### src/rtl/twbc_pkg.sv
`timescale 1ns / 1ps
`default_nettype none

package twbc_pkg;

   // Store geometry.
   localparam int MAX_ROWS = 64;
   localparam int MAX_COLS = 256;
   localparam int DEPTH    = MAX_ROWS * MAX_COLS;
   localparam int ROW_W    = (MAX_ROWS > 1) ? $clog2(MAX_ROWS) : 1;
   localparam int COL_W    = (MAX_COLS > 1) ? $clog2(MAX_COLS) : 1;
   localparam int ADDR_W   = (DEPTH > 1) ? $clog2(DEPTH) : 1;

   // Signed working width for box coordinates: holds -512 .. 1022 and MAX_COLS.
   localparam int COORD_W  = 12;

   // Field widths.
   localparam int ACTION_W = 2;
   localparam int ANCHOR_W = 10;
   localparam int SIZE_W   = 9;
   localparam int CROW_W   = 7;
   localparam int CCOL_W   = 9;
   localparam int GLYPH_W  = 3;
   localparam int CSR_IDX_W  = 1;
   localparam int CSR_DATA_W = 9;
   localparam int SROWS_W  = 7;
   localparam int SCOLS_W  = 9;

   // Actions.
   localparam logic [ACTION_W-1:0] ACT_CLEAR = 2'd0;
   localparam logic [ACTION_W-1:0] ACT_DRAW  = 2'd1;
   localparam logic [ACTION_W-1:0] ACT_READ  = 2'd2;

   // Register indexes.
   localparam logic [CSR_IDX_W-1:0] CSR_SCREEN_ROWS = 1'd0;
   localparam logic [CSR_IDX_W-1:0] CSR_SCREEN_COLS = 1'd1;

   localparam logic [SROWS_W-1:0] SCREEN_ROWS_RESET = 7'd64;
   localparam logic [SCOLS_W-1:0] SCREEN_COLS_RESET = 9'd256;

   // Glyph codes.
   localparam logic [GLYPH_W-1:0] G_EMPTY = 3'd0;
   localparam logic [GLYPH_W-1:0] G_TL    = 3'd1;
   localparam logic [GLYPH_W-1:0] G_TR    = 3'd2;
   localparam logic [GLYPH_W-1:0] G_BL    = 3'd3;
   localparam logic [GLYPH_W-1:0] G_BR    = 3'd4;
   localparam logic [GLYPH_W-1:0] G_HOR   = 3'd5;
   localparam logic [GLYPH_W-1:0] G_VER   = 3'd6;
   localparam logic [GLYPH_W-1:0] G_BLANK = 3'd7;

   // One write and one read of the glyph store per cycle.
   typedef struct packed {
      logic                wr_en;
      logic [ADDR_W-1:0]   wr_addr;
      logic [GLYPH_W-1:0]  wr_data;
      logic [ADDR_W-1:0]   rd_addr;
   } store_req_type;

   // Zero-based row and column to a linear store address.
   function automatic logic [ADDR_W-1:0] cell_addr(input logic [ROW_W-1:0] row,
                                                   input logic [COL_W-1:0] col);
      cell_addr = ADDR_W'(row) * ADDR_W'(MAX_COLS) + ADDR_W'(col);
   endfunction

endpackage

`default_nettype wire

### src/rtl/twbc_if.sv
`timescale 1ns / 1ps
`default_nettype none

interface twbc_req_if;
   logic                                  valid;
   logic                                  ready;
   logic        [twbc_pkg::ACTION_W-1:0]  action;
   logic signed [twbc_pkg::ANCHOR_W-1:0]  box_row;
   logic signed [twbc_pkg::ANCHOR_W-1:0]  box_col;
   logic        [twbc_pkg::SIZE_W-1:0]    box_width;
   logic        [twbc_pkg::SIZE_W-1:0]    box_height;
   logic        [twbc_pkg::CROW_W-1:0]    cell_row;
   logic        [twbc_pkg::CCOL_W-1:0]    cell_col;

   modport source (output valid, action, box_row, box_col, box_width, box_height,
                   cell_row, cell_col, input ready);
   modport sink   (input valid, action, box_row, box_col, box_width, box_height,
                   cell_row, cell_col, output ready);
endinterface

interface twbc_rsp_if;
   logic                           valid;
   logic                           ready;
   logic [twbc_pkg::GLYPH_W-1:0]   glyph_code;

   modport source (output valid, glyph_code, input ready);
   modport sink   (input valid, glyph_code, output ready);
endinterface


`default_nettype wire

### src/rtl/twbc_walker.sv
`timescale 1ns / 1ps
`default_nettype none

module twbc_walker (
   input  wire logic                              clock,
   input  wire logic                              reset,
   input  wire logic [twbc_pkg::SROWS_W-1:0]      screen_rows,
   input  wire logic [twbc_pkg::SCOLS_W-1:0]      screen_cols,
   twbc_req_if.sink                               req,
   twbc_rsp_if.source                             rsp,
   output twbc_pkg::store_req_type                store_req,
   input  wire logic [twbc_pkg::GLYPH_W-1:0]      rd_data
);

   localparam int CW = twbc_pkg::COORD_W;

   typedef enum logic [3:0] {
      ST_CLEAR, ST_IDLE, ST_CLIP, ST_CELL_RD, ST_CELL_WR,
      ST_READ_RD, ST_READ_DATA, ST_RESP
   } state_type;

   state_type                          state_ff;
   logic [twbc_pkg::ADDR_W-1:0]        clr_addr_ff;
   logic signed [CW-1:0]               top_ff, left_ff, bottom_ff, right_ff;
   logic signed [CW-1:0]               r_ff, c_ff, r1_ff, c0_ff, c1_ff;
   logic [twbc_pkg::ADDR_W-1:0]        rd_addr_ff;
   logic                               rd_ok_ff;
   logic                               rsp_valid_ff;
   logic [twbc_pkg::GLYPH_W-1:0]       glyph_ff;

   logic signed [CW-1:0] req_top, req_left, req_bottom, req_right;
   logic signed [CW-1:0] rmax, cmax, clip_r0, clip_r1, clip_c0, clip_c1;
   logic signed [CW-1:0] r_m1, c_m1, crow_m1, ccol_m1, crow_x, ccol_x;
   logic [twbc_pkg::ADDR_W-1:0] walk_addr;
   logic [twbc_pkg::GLYPH_W-1:0] cell_glyph;
   logic                  req_rd_ok;

   // Box corners, registered at acceptance.
   assign req_top    = CW'(req.box_row);
   assign req_left   = CW'(req.box_col);
   assign req_bottom = req_top + $signed({{(CW - twbc_pkg::SIZE_W){1'b0}}, req.box_height});
   assign req_right  = req_left + $signed({{(CW - twbc_pkg::SIZE_W){1'b0}}, req.box_width});

   // Read request range check and address.
   assign crow_x    = $signed({{(CW - twbc_pkg::CROW_W){1'b0}}, req.cell_row});
   assign ccol_x    = $signed({{(CW - twbc_pkg::CCOL_W){1'b0}}, req.cell_col});
   assign crow_m1   = crow_x - CW'(1);
   assign ccol_m1   = ccol_x - CW'(1);
   assign req_rd_ok = (crow_x >= CW'(1)) && (crow_x <= CW'(twbc_pkg::MAX_ROWS)) &&
                      (ccol_x >= CW'(1)) && (ccol_x <= CW'(twbc_pkg::MAX_COLS));

   // Visible screen, limited to the store, and the box clipped to that screen.
   always_comb begin
      rmax = $signed({{(CW - twbc_pkg::SROWS_W){1'b0}}, screen_rows});
      if (rmax > CW'(twbc_pkg::MAX_ROWS)) begin
         rmax = CW'(twbc_pkg::MAX_ROWS);
      end
      cmax = $signed({{(CW - twbc_pkg::SCOLS_W){1'b0}}, screen_cols});
      if (cmax > CW'(twbc_pkg::MAX_COLS)) begin
         cmax = CW'(twbc_pkg::MAX_COLS);
      end
      clip_r0 = (top_ff < CW'(1)) ? CW'(1) : top_ff;
      clip_r1 = (bottom_ff > rmax) ? rmax : bottom_ff;
      clip_c0 = (left_ff < CW'(1)) ? CW'(1) : left_ff;
      clip_c1 = (right_ff > cmax) ? cmax : right_ff;
   end

   // Glyph for the current cell; the top edge wins over the bottom edge and
   // the left border over the right one when they coincide.
   always_comb begin
      if (r_ff == top_ff) begin
         cell_glyph = (c_ff == left_ff) ? twbc_pkg::G_TL :
                      (c_ff == right_ff) ? twbc_pkg::G_TR : twbc_pkg::G_HOR;
      end else if (r_ff == bottom_ff) begin
         cell_glyph = (c_ff == left_ff) ? twbc_pkg::G_BL :
                      (c_ff == right_ff) ? twbc_pkg::G_BR : twbc_pkg::G_HOR;
      end else if ((c_ff == left_ff) || (c_ff == right_ff)) begin
         cell_glyph = twbc_pkg::G_VER;
      end else begin
         cell_glyph = twbc_pkg::G_BLANK;
      end
   end

   assign r_m1      = r_ff - CW'(1);
   assign c_m1      = c_ff - CW'(1);
   assign walk_addr = twbc_pkg::cell_addr(r_m1[twbc_pkg::ROW_W-1:0],
                                          c_m1[twbc_pkg::COL_W-1:0]);

   // Store access for the current state.
   always_comb begin
      store_req.wr_en   = 1'b0;
      store_req.wr_addr = walk_addr;
      store_req.wr_data = cell_glyph;
      store_req.rd_addr = walk_addr;
      unique case (state_ff)
         ST_CLEAR: begin
            store_req.wr_en   = 1'b1;
            store_req.wr_addr = clr_addr_ff;
            store_req.wr_data = twbc_pkg::G_EMPTY;
         end
         ST_CELL_WR: begin
            store_req.wr_en = (rd_data == twbc_pkg::G_EMPTY);
         end
         ST_READ_RD: begin
            store_req.rd_addr = rd_addr_ff;
         end
         default: begin
         end
      endcase
   end

   always_ff @(posedge clock) begin
      if (reset) begin
         state_ff     <= ST_CLEAR;
         clr_addr_ff  <= '0;
         rsp_valid_ff <= 1'b0;
      end else begin
         unique case (state_ff)
            ST_CLEAR: begin
               clr_addr_ff <= clr_addr_ff + twbc_pkg::ADDR_W'(1);
               if (clr_addr_ff == twbc_pkg::ADDR_W'(twbc_pkg::DEPTH - 1)) begin
                  state_ff <= ST_IDLE;
               end
            end
            ST_IDLE: begin
               if (req.valid) begin
                  top_ff     <= req_top;
                  left_ff    <= req_left;
                  bottom_ff  <= req_bottom;
                  right_ff   <= req_right;
                  rd_ok_ff   <= req_rd_ok;
                  rd_addr_ff <= twbc_pkg::cell_addr(crow_m1[twbc_pkg::ROW_W-1:0],
                                                    ccol_m1[twbc_pkg::COL_W-1:0]);
                  unique case (req.action)
                     twbc_pkg::ACT_CLEAR: begin
                        clr_addr_ff <= '0;
                        state_ff    <= ST_CLEAR;
                     end
                     twbc_pkg::ACT_DRAW: state_ff <= ST_CLIP;
                     twbc_pkg::ACT_READ: state_ff <= ST_READ_RD;
                     default:            state_ff <= ST_IDLE;
                  endcase
               end
            end
            ST_CLIP: begin
               r_ff  <= clip_r0;
               c_ff  <= clip_c0;
               r1_ff <= clip_r1;
               c0_ff <= clip_c0;
               c1_ff <= clip_c1;
               if ((clip_r0 > clip_r1) || (clip_c0 > clip_c1)) begin
                  state_ff <= ST_IDLE;
               end else begin
                  state_ff <= ST_CELL_RD;
               end
            end
            ST_CELL_RD: begin
               state_ff <= ST_CELL_WR;
            end
            ST_CELL_WR: begin
               if (c_ff == c1_ff) begin
                  if (r_ff == r1_ff) begin
                     state_ff <= ST_IDLE;
                  end else begin
                     r_ff     <= r_ff + CW'(1);
                     c_ff     <= c0_ff;
                     state_ff <= ST_CELL_RD;
                  end
               end else begin
                  c_ff     <= c_ff + CW'(1);
                  state_ff <= ST_CELL_RD;
               end
            end
            ST_READ_RD: begin
               state_ff <= ST_READ_DATA;
            end
            ST_READ_DATA: begin
               glyph_ff     <= rd_ok_ff ? rd_data : twbc_pkg::G_EMPTY;
               rsp_valid_ff <= 1'b1;
               state_ff     <= ST_RESP;
            end
            ST_RESP: begin
               if (rsp.ready) begin
                  rsp_valid_ff <= 1'b0;
                  state_ff     <= ST_IDLE;
               end
            end
            default: state_ff <= ST_IDLE;
         endcase
      end
   end

   assign req.ready      = (state_ff == ST_IDLE);
   assign rsp.valid      = rsp_valid_ff;
   assign rsp.glyph_code = glyph_ff;

endmodule

`default_nettype wire

### src/flat_wrapper.sv
// flat-port wrapper written by rule: the top's interface ports become plain ports
module twbc_walker_flat 
  (clock, reset, screen_rows, screen_cols, store_req, rd_data, req_valid, req_action, req_box_row, req_box_col, req_box_width, req_box_height, req_cell_row, req_cell_col, req_ready, rsp_valid, rsp_glyph_code, rsp_ready);
  twbc_req_if req_i ();
  twbc_rsp_if rsp_i ();
  input  wire logic clock;
  input  wire logic reset;
  input  wire logic [twbc_pkg::SROWS_W-1:0] screen_rows;
  input  wire logic [twbc_pkg::SCOLS_W-1:0] screen_cols;
  output twbc_pkg::store_req_type store_req;
  input  wire logic [twbc_pkg::GLYPH_W-1:0] rd_data;
  input wire logic [$bits(req_i.valid)-1:0] req_valid;
  input wire logic [$bits(req_i.action)-1:0] req_action;
  input wire logic [$bits(req_i.box_row)-1:0] req_box_row;
  input wire logic [$bits(req_i.box_col)-1:0] req_box_col;
  input wire logic [$bits(req_i.box_width)-1:0] req_box_width;
  input wire logic [$bits(req_i.box_height)-1:0] req_box_height;
  input wire logic [$bits(req_i.cell_row)-1:0] req_cell_row;
  input wire logic [$bits(req_i.cell_col)-1:0] req_cell_col;
  output wire logic [$bits(req_i.ready)-1:0] req_ready;
  output wire logic [$bits(rsp_i.valid)-1:0] rsp_valid;
  output wire logic [$bits(rsp_i.glyph_code)-1:0] rsp_glyph_code;
  input wire logic [$bits(rsp_i.ready)-1:0] rsp_ready;
  assign req_i.valid = req_valid;
  assign req_i.action = req_action;
  assign req_i.box_row = req_box_row;
  assign req_i.box_col = req_box_col;
  assign req_i.box_width = req_box_width;
  assign req_i.box_height = req_box_height;
  assign req_i.cell_row = req_cell_row;
  assign req_i.cell_col = req_cell_col;
  assign req_ready = req_i.ready;
  assign rsp_valid = rsp_i.valid;
  assign rsp_glyph_code = rsp_i.glyph_code;
  assign rsp_i.ready = rsp_ready;
  twbc_walker u_core (.clock(clock), .reset(reset), .screen_rows(screen_rows), .screen_cols(screen_cols), .req(req_i), .rsp(rsp_i), .store_req(store_req), .rd_data(rd_data));
endmodule
### config.mk
export PLATFORM = sky130hd
export DESIGN_NAME = twbc_walker_flat
export DESIGN_NICKNAME = d
export VERILOG_FILES = /design/src/rtl/twbc_pkg.sv /design/src/rtl/twbc_if.sv /design/src/rtl/twbc_walker.sv /design/src/flat_wrapper.sv
export SDC_FILE = /design/constraint.sdc
export NUM_CORES = 1
export LEC_CHECK = 0
export BUFFER_PORTS_ARGS = -buffer_cell sky130_fd_sc_hd__buf_4
export CORE_UTILIZATION = 59
export CTS_CLUSTER_DIAMETER = 150
export DETAILED_ROUTE_END_ITERATION = 12
export HOLD_SLACK_MARGIN = 0.06
export PLACE_DENSITY = 0.81
export SLEW_MARGIN = 10
export SYNTH_ARGS = -nofsm -noshare
export SYNTH_HDL_FRONTEND = slang
export SYNTH_SLANG_ARGS = --single-unit
### constraint.sdc
create_clock -name clock -period 5.2 [get_ports clock]
set_input_delay 1.04 -clock clock [delete_from_list [all_inputs] [get_ports clock]]
set_output_delay 1.04 -clock clock [all_outputs]
set_load 0.01 [all_outputs]
* Word-level counts from Yosys, hierarchy flattened *
Index checks and enable logic that the tools add are counted.

storage, ports and cells
  register bits = 141
  word-level logic and storage cells = 116

cells by class
  $add $sub $neg = 11
  magnitude comparators = 12
  eq/ne operators = 23
  muxes and demuxes = 35
  bitwise operators = 1
  reduce and logical (&&, ||, !) cells = 19

operators with widths
  operator                                                            count
  two-way mux 12 bit                                                  8
  == test 12 bit                                                      4
  one-hot mux 12 bit (2 select lines)                                 2
  two-way mux 14 bit                                                  3
  one-hot mux 4 bit (8 select lines)                                  1
  adder 14 x 8 -> 14 bit                                              2
  one-hot mux 14 bit (2 select lines)                                 1
  adder 12 x 2 -> 12 bit (second input constant)                      2
  == test 12 x 10 -> 1 bit                                            2
  > comparator 12 bit                                                 2
  adder 10 x 10 -> 11 bit                                             2
  less-than comparator 10 x 2 -> 1 bit (second input constant)        2
  two-way mux 17 bit                                                  1
  == test 4 x 3 -> 1 bit (second input constant)                      4
  two-way mux 3 bit                                                   5
  adder 14 x 1 -> 14 bit (second input constant)                      1
  == test 14 bit (second input constant)                              1
  > comparator 12 x 10 -> 1 bit                                       1
  > comparator 12 x 8 -> 1 bit                                        1
  two-way mux 4 bit                                                   3
  AND reduction 3 bit                                                 4
  greater-or-equal comparator 9 x 1 -> 1 bit (second input constant)  1
  > comparator 9 bit (second input constant)                          1
  less-or-equal comparator 9 bit (second input constant)              1
  29 further kinds                                                    46

* Longest topological paths before layout *
  depth after elaboration = 8
  depth in mapped cells = 18
  depth with buffers taken out = 16

* Worst setup path after synthesis *
Ideal clock, no wire load.

  path type = input-to-reg
  start point = input reset
  end point = register u_core.state_ff[1]
  setup time = 82 ps
  data arrival time = 4060 ps
  path slack = 1059 ps
  stages = 5
  buffers on the path = 0
  path through = nor3_1 > nand3_1 > nor4_1 > a21oi_1 > o21ai_0

RTL lines
  item                  line                text
  from (decl)           flat_wrapper.sv:7   input wire logic reset;
  to (signal assigned)  twbc_walker.sv:114  state_ff <= ST_CLEAR;
  to (signal assigned)  twbc_walker.sv:122  state_ff <= ST_IDLE;
  to (signal assigned)  twbc_walker.sv:137  state_ff <= ST_CLEAR;
  to (decl)             twbc_walker.sv:22   state_type state_ff;

* Worst setup path in the final report *
  start point = input screen_cols[8] (netlist name)
  end point = register u_core.state_ff[1]

on the way
  longest elaborated chain between the ends = 8

ends and longest elaborated chain
  item                                    line                text
  from (decl)                             flat_wrapper.sv:9   input wire logic [twbc_pkg::SCOLS_W-1:0] screen_cols;
  > comparator 9 bit                      twbc_walker.sv:59   if (cmax > CW'(twbc_pkg::MAX_COLS)) begin
  two-way mux 9 bit (*)                   twbc_walker.sv:59
  > comparator 12 x 10 -> 1 bit           twbc_walker.sv:65   clip_c1 = (right_ff > cmax) ? cmax : right_ff;
  two-way mux 12 bit (*)                  twbc_walker.sv:65
  > comparator 12 bit (*)                 twbc_walker.sv:151  if ((clip_r0 > clip_r1) || (clip_c0 > clip_c1)) begin
  logical OR 1 bit (*)                    twbc_walker.sv:151
  two-way mux 2 bit (*)                   twbc_walker.sv:151
  one-hot mux 4 bit (8 select lines) (*)  twbc_walker.sv:118  unique case (state_ff)
  to (signal assigned)                    twbc_walker.sv:122
  to (signal assigned)                    twbc_walker.sv:152  state_ff <= ST_IDLE;
  to (signal assigned)                    twbc_walker.sv:154  state_ff <= ST_CELL_RD;

Every way passes the cells marked *; elsewhere a longest branch is shown, timed or not.
A chain may end at the register's enable or synchronous reset.

==> flow_summary.ini <==
[routing]
wl_met3_um = 1262
met1_length_um = 9258
highest_layer = met4
antenna_left = 0
firstDrtPassIters = 5
route.detailed.drc = 0
dr.first_iter.drc_count = 595
wl_per_cell_um = 16.78
vias_per_cell = 5.803
dr_wl_met2_um = 9471
num_vias = 7022
routed_wl_um = 20300

[power]
comb_power_share_pct = 7.9
ir_worst_vdd_mv = 0.2264
internal-power_mw = 2.116
power.leakage_nw = 4.254
clkPwrFrac_pct = 47.7
p_switching_mw = 0.5279
seq_power_share_pct = 44.4
power_density_nw_per_um2 = 247.7
swShare_pct = 19.97

[timing]
fmax_mhz = 246.4
final-hold-violation-count = 0
rsz0062_at_grt = false
fin_ws_ns = 1.141
finClkSkew_ns = 0.01191
tns_ns = 0
setup_viol = 0
relSlewSlack_pct = 24.57
fin_crit_ns = 4.059
period_share_pct = 78.05
slew_viol_final = 0
tightest_slew_ns = 1.131

[clock_network]
cts-resized-gates = 0
hold_buffers = 0
cts_max_level = 4
cts_buffer_depth = 2
cts_setup_buffers = 0
cts_buffers = 17
tritoncts = yes
clock_latency_ns = 0.42
clockRootBuffer = clkbuf_16
clock-sinks = 134
path_clk_slew_ns = 0.06

[run_status]
status = finished clean

[critical_path]
critPathArrivalTime_ns = 4.36
crit_path_max_fanout = 11
r2r_cells = 15
crit_path_start_kind = input pin
cp.required_ns = 5.50
crit_type = input pin to flip-flop
cp-end-kind = flip-flop

[logic_synthesis]
synthesis.nets = 1067
syn_inst = 917
ys_ff_latch = 134
synth-main-ff-cell = edfxtp_1
synth_edf_count = 116
ys_warn_count = 0
synthesis.area_um2 = 9055
async_flop_share_pct = 0
synth_cell_type_count = 58
syn_area_per_cell_um2 = 9.875
seq_area_frac_synth_pct = 42.45

[place]
globalplace.congestion = 0.9093
dpl.hpwl_um = 15240
place_ws_ns = 0.7935
io_buffer_count = 115
dpl-instance-area_um2 = 10030
dp.cells = 1178

[global_route]
grt_max_degree = 43
grt_pass1_wl_um = 33770
grt_pass1_vias = 6727
grt.total_usage_pct = 27.24
globalRouteOverflowTotal = 0
antenna_found_initial = 0

[layout]
drive_above_1_share_pct = 17.45
nNetsFinal = 1163
final_cells = 1210
finalInstanceArea_um2 = 10670
area_growth_pct = 17.88
diodes = 0

[min_path]
hold_depth = 2
min_path_type = flip-flop to flip-flop

[die]
die_area_um2 = 15850
core-area_um2 = 14750
rows = 44
start_util_pct = 61.37
die_w_um = 125.9
ioPinCount = 116
dieHeight_um = 125.9

[flow_run]
maxCapViolCount = 0
synthesized netlist by cell type, types with 6 or more instances:
master	count	area, um^2
ha_1	69	863.3
nor2_1	83	311.6
nand2b_1	8	50.05
nand3_1	36	180.2
xnor2_1	62	543.0
nor2b_1	40	250.2
nor3_1	23	115.1
a211oi_1	12	90.09
inv_1	52	195.2
or3_1	10	62.56
edfxtp_1	116	3483
a21o_1	6	45.04
or4_1	6	45.04
nand4_1	12	75.07
xor2_1	60	525.5
buf_2	8	40.04
mux2_2	17	191.4
a21oi_1	60	300.3
nor4_1	13	81.33
and3_1	14	87.58
nand2_1	49	183.9
o21ai_0	33	165.2
dfxtp_1	18	360.4
clkbuf_1	31	116.4
mux2i_1	19	190.2
and2_1	6	37.54
cells by family (layout without fill, tap and decap cells):
group,count (synthesis),in the layout,share of synthesized area [%]
and+or+nand+nor,313,313,17.59
AOI/OAI and AO/OA,145,145,9.839
DFF,134,134,42.45
xor gates and xnor gates,122,122,11.80
buffers and inverters,96,205,4.132
adders and majority gates,71,71,9.977
muxes,36,36,4.214
layout make-up:
type,count,area (um^2)
Timing Repair Buffer,121,908.4
Tap cell,184,230.2
Inverter,52,195.2
Clock inverter,4,46.29
Sequential cell,134,3844
Multi-Input combinational cell,687,4848
Clock buffer,28,601.8
Fill cell,1074,4080
per-layer routing:
metal	global-route usage, %	vias to the layer above
met4	8.150	0
li1	-	3458
met2	44.13	241
met1	37.44	3301
met3	4.843	22
met5	0	-
through the flow:
| step | hold WS [ns] | power, mW | util, % |
|---|---|---|---|
| 2_1_floorplan | 0.4658 | 1.319 | - |
| 3_3_place_gp | 0.4704 | 1.397 | 67.95 |
| 3_5_place_dp | 0.4991 | 1.402 | 67.95 |
| 4_1_cts | 0.5069 | 2.658 | 72.35 |
| 5_1_grt | 0.5297 | 2.734 | 72.35 |
| 6_report | 0.5052 | 2.644 | 72.35 |
worst max-delay path, cell delays in order:
cell	delay (ns)
buf_4	0.16
nor2b_1	0.19
inv_1	0.07
ha_1	0.31
and3_1	0.18
o21ai_0	0.08
a31oi_1	0.16
o21ai_0	0.13
a21oi_2	0.41
buf_4	0.29
mux2i_1	0.21
ha_1	0.18
o21ai_0	0.10
a21oi_1	0.16
nor4_1	0.06
or3_1	0.34
a21oi_1	0.18
o21ai_0	0.12
worst paths after layout:
path,from,end,slack (ns)
setup / recovery,screen_cols[8],u_core.state_ff[1]$_SDFFE_PP0P_,1.14
hold / removal,u_core.clr_addr_ff[10]$_SDFFE_PP0P_,u_core.clr_addr_ff[10]$_SDFFE_PP0P_,0.51
hold reg to reg,u_core.clr_addr_ff[10]$_SDFFE_PP0P_,u_core.clr_addr_ff[10]$_SDFFE_PP0P_,0.51
setup reg to reg,u_core.right_ff[4]$_DFFE_PP_,u_core.state_ff[1]$_SDFFE_PP0P_,1.64
power groups by stage:
| stage | Clock [mW] | Sequential (mW) | Combinational [mW] |
|---|---|---|---|
| final | 1.26 | 1.17 | 0.208 |
| after global routing | 1.33 | 1.17 | 0.235 |
| after CTS | 1.28 | 1.17 | 0.208 |
| after detailed placement | 0 | 1.20 | 0.207 |
| after global placement | 0 | 1.20 | 0.201 |
| after floorplan | 0 | 1.19 | 0.124 |
placed cells by master, fill, tap and decap left out, drive strengths merged, types with 23 or more instances in the layout:
master | netlist | final
clkbuf | 31 | 28
nor2b | 40 | 40
edfxtp | 116 | 116
ha | 69 | 69
buf | 13 | 121
nor2 | 83 | 83
xor2 | 60 | 60
a21oi | 61 | 61
xnor2 | 62 | 62
o21ai | 33 | 33
nand2 | 50 | 50
nor3 | 23 | 23
nand3 | 36 | 36
inv | 52 | 53
state kept, by name, indices dropped and copies added (netlist names):
name and flops:
u_core.top_ff 10, u_core.rd_addr_ff 14, u_core.rsp.valid 1, u_core.left_ff 10, u_core.clr_addr_ff 14, u_core.rd_ok_ff 1, u_core.bottom_ff 11, u_core.c1_ff 11
u_core.r_ff 12, u_core.right_ff 11, u_core.r1_ff 11, u_core.state_ff 3, u_core.c0_ff 10, u_core.rsp.glyph_code 3, u_core.c_ff 12
(Power assumes the default switching activity.)
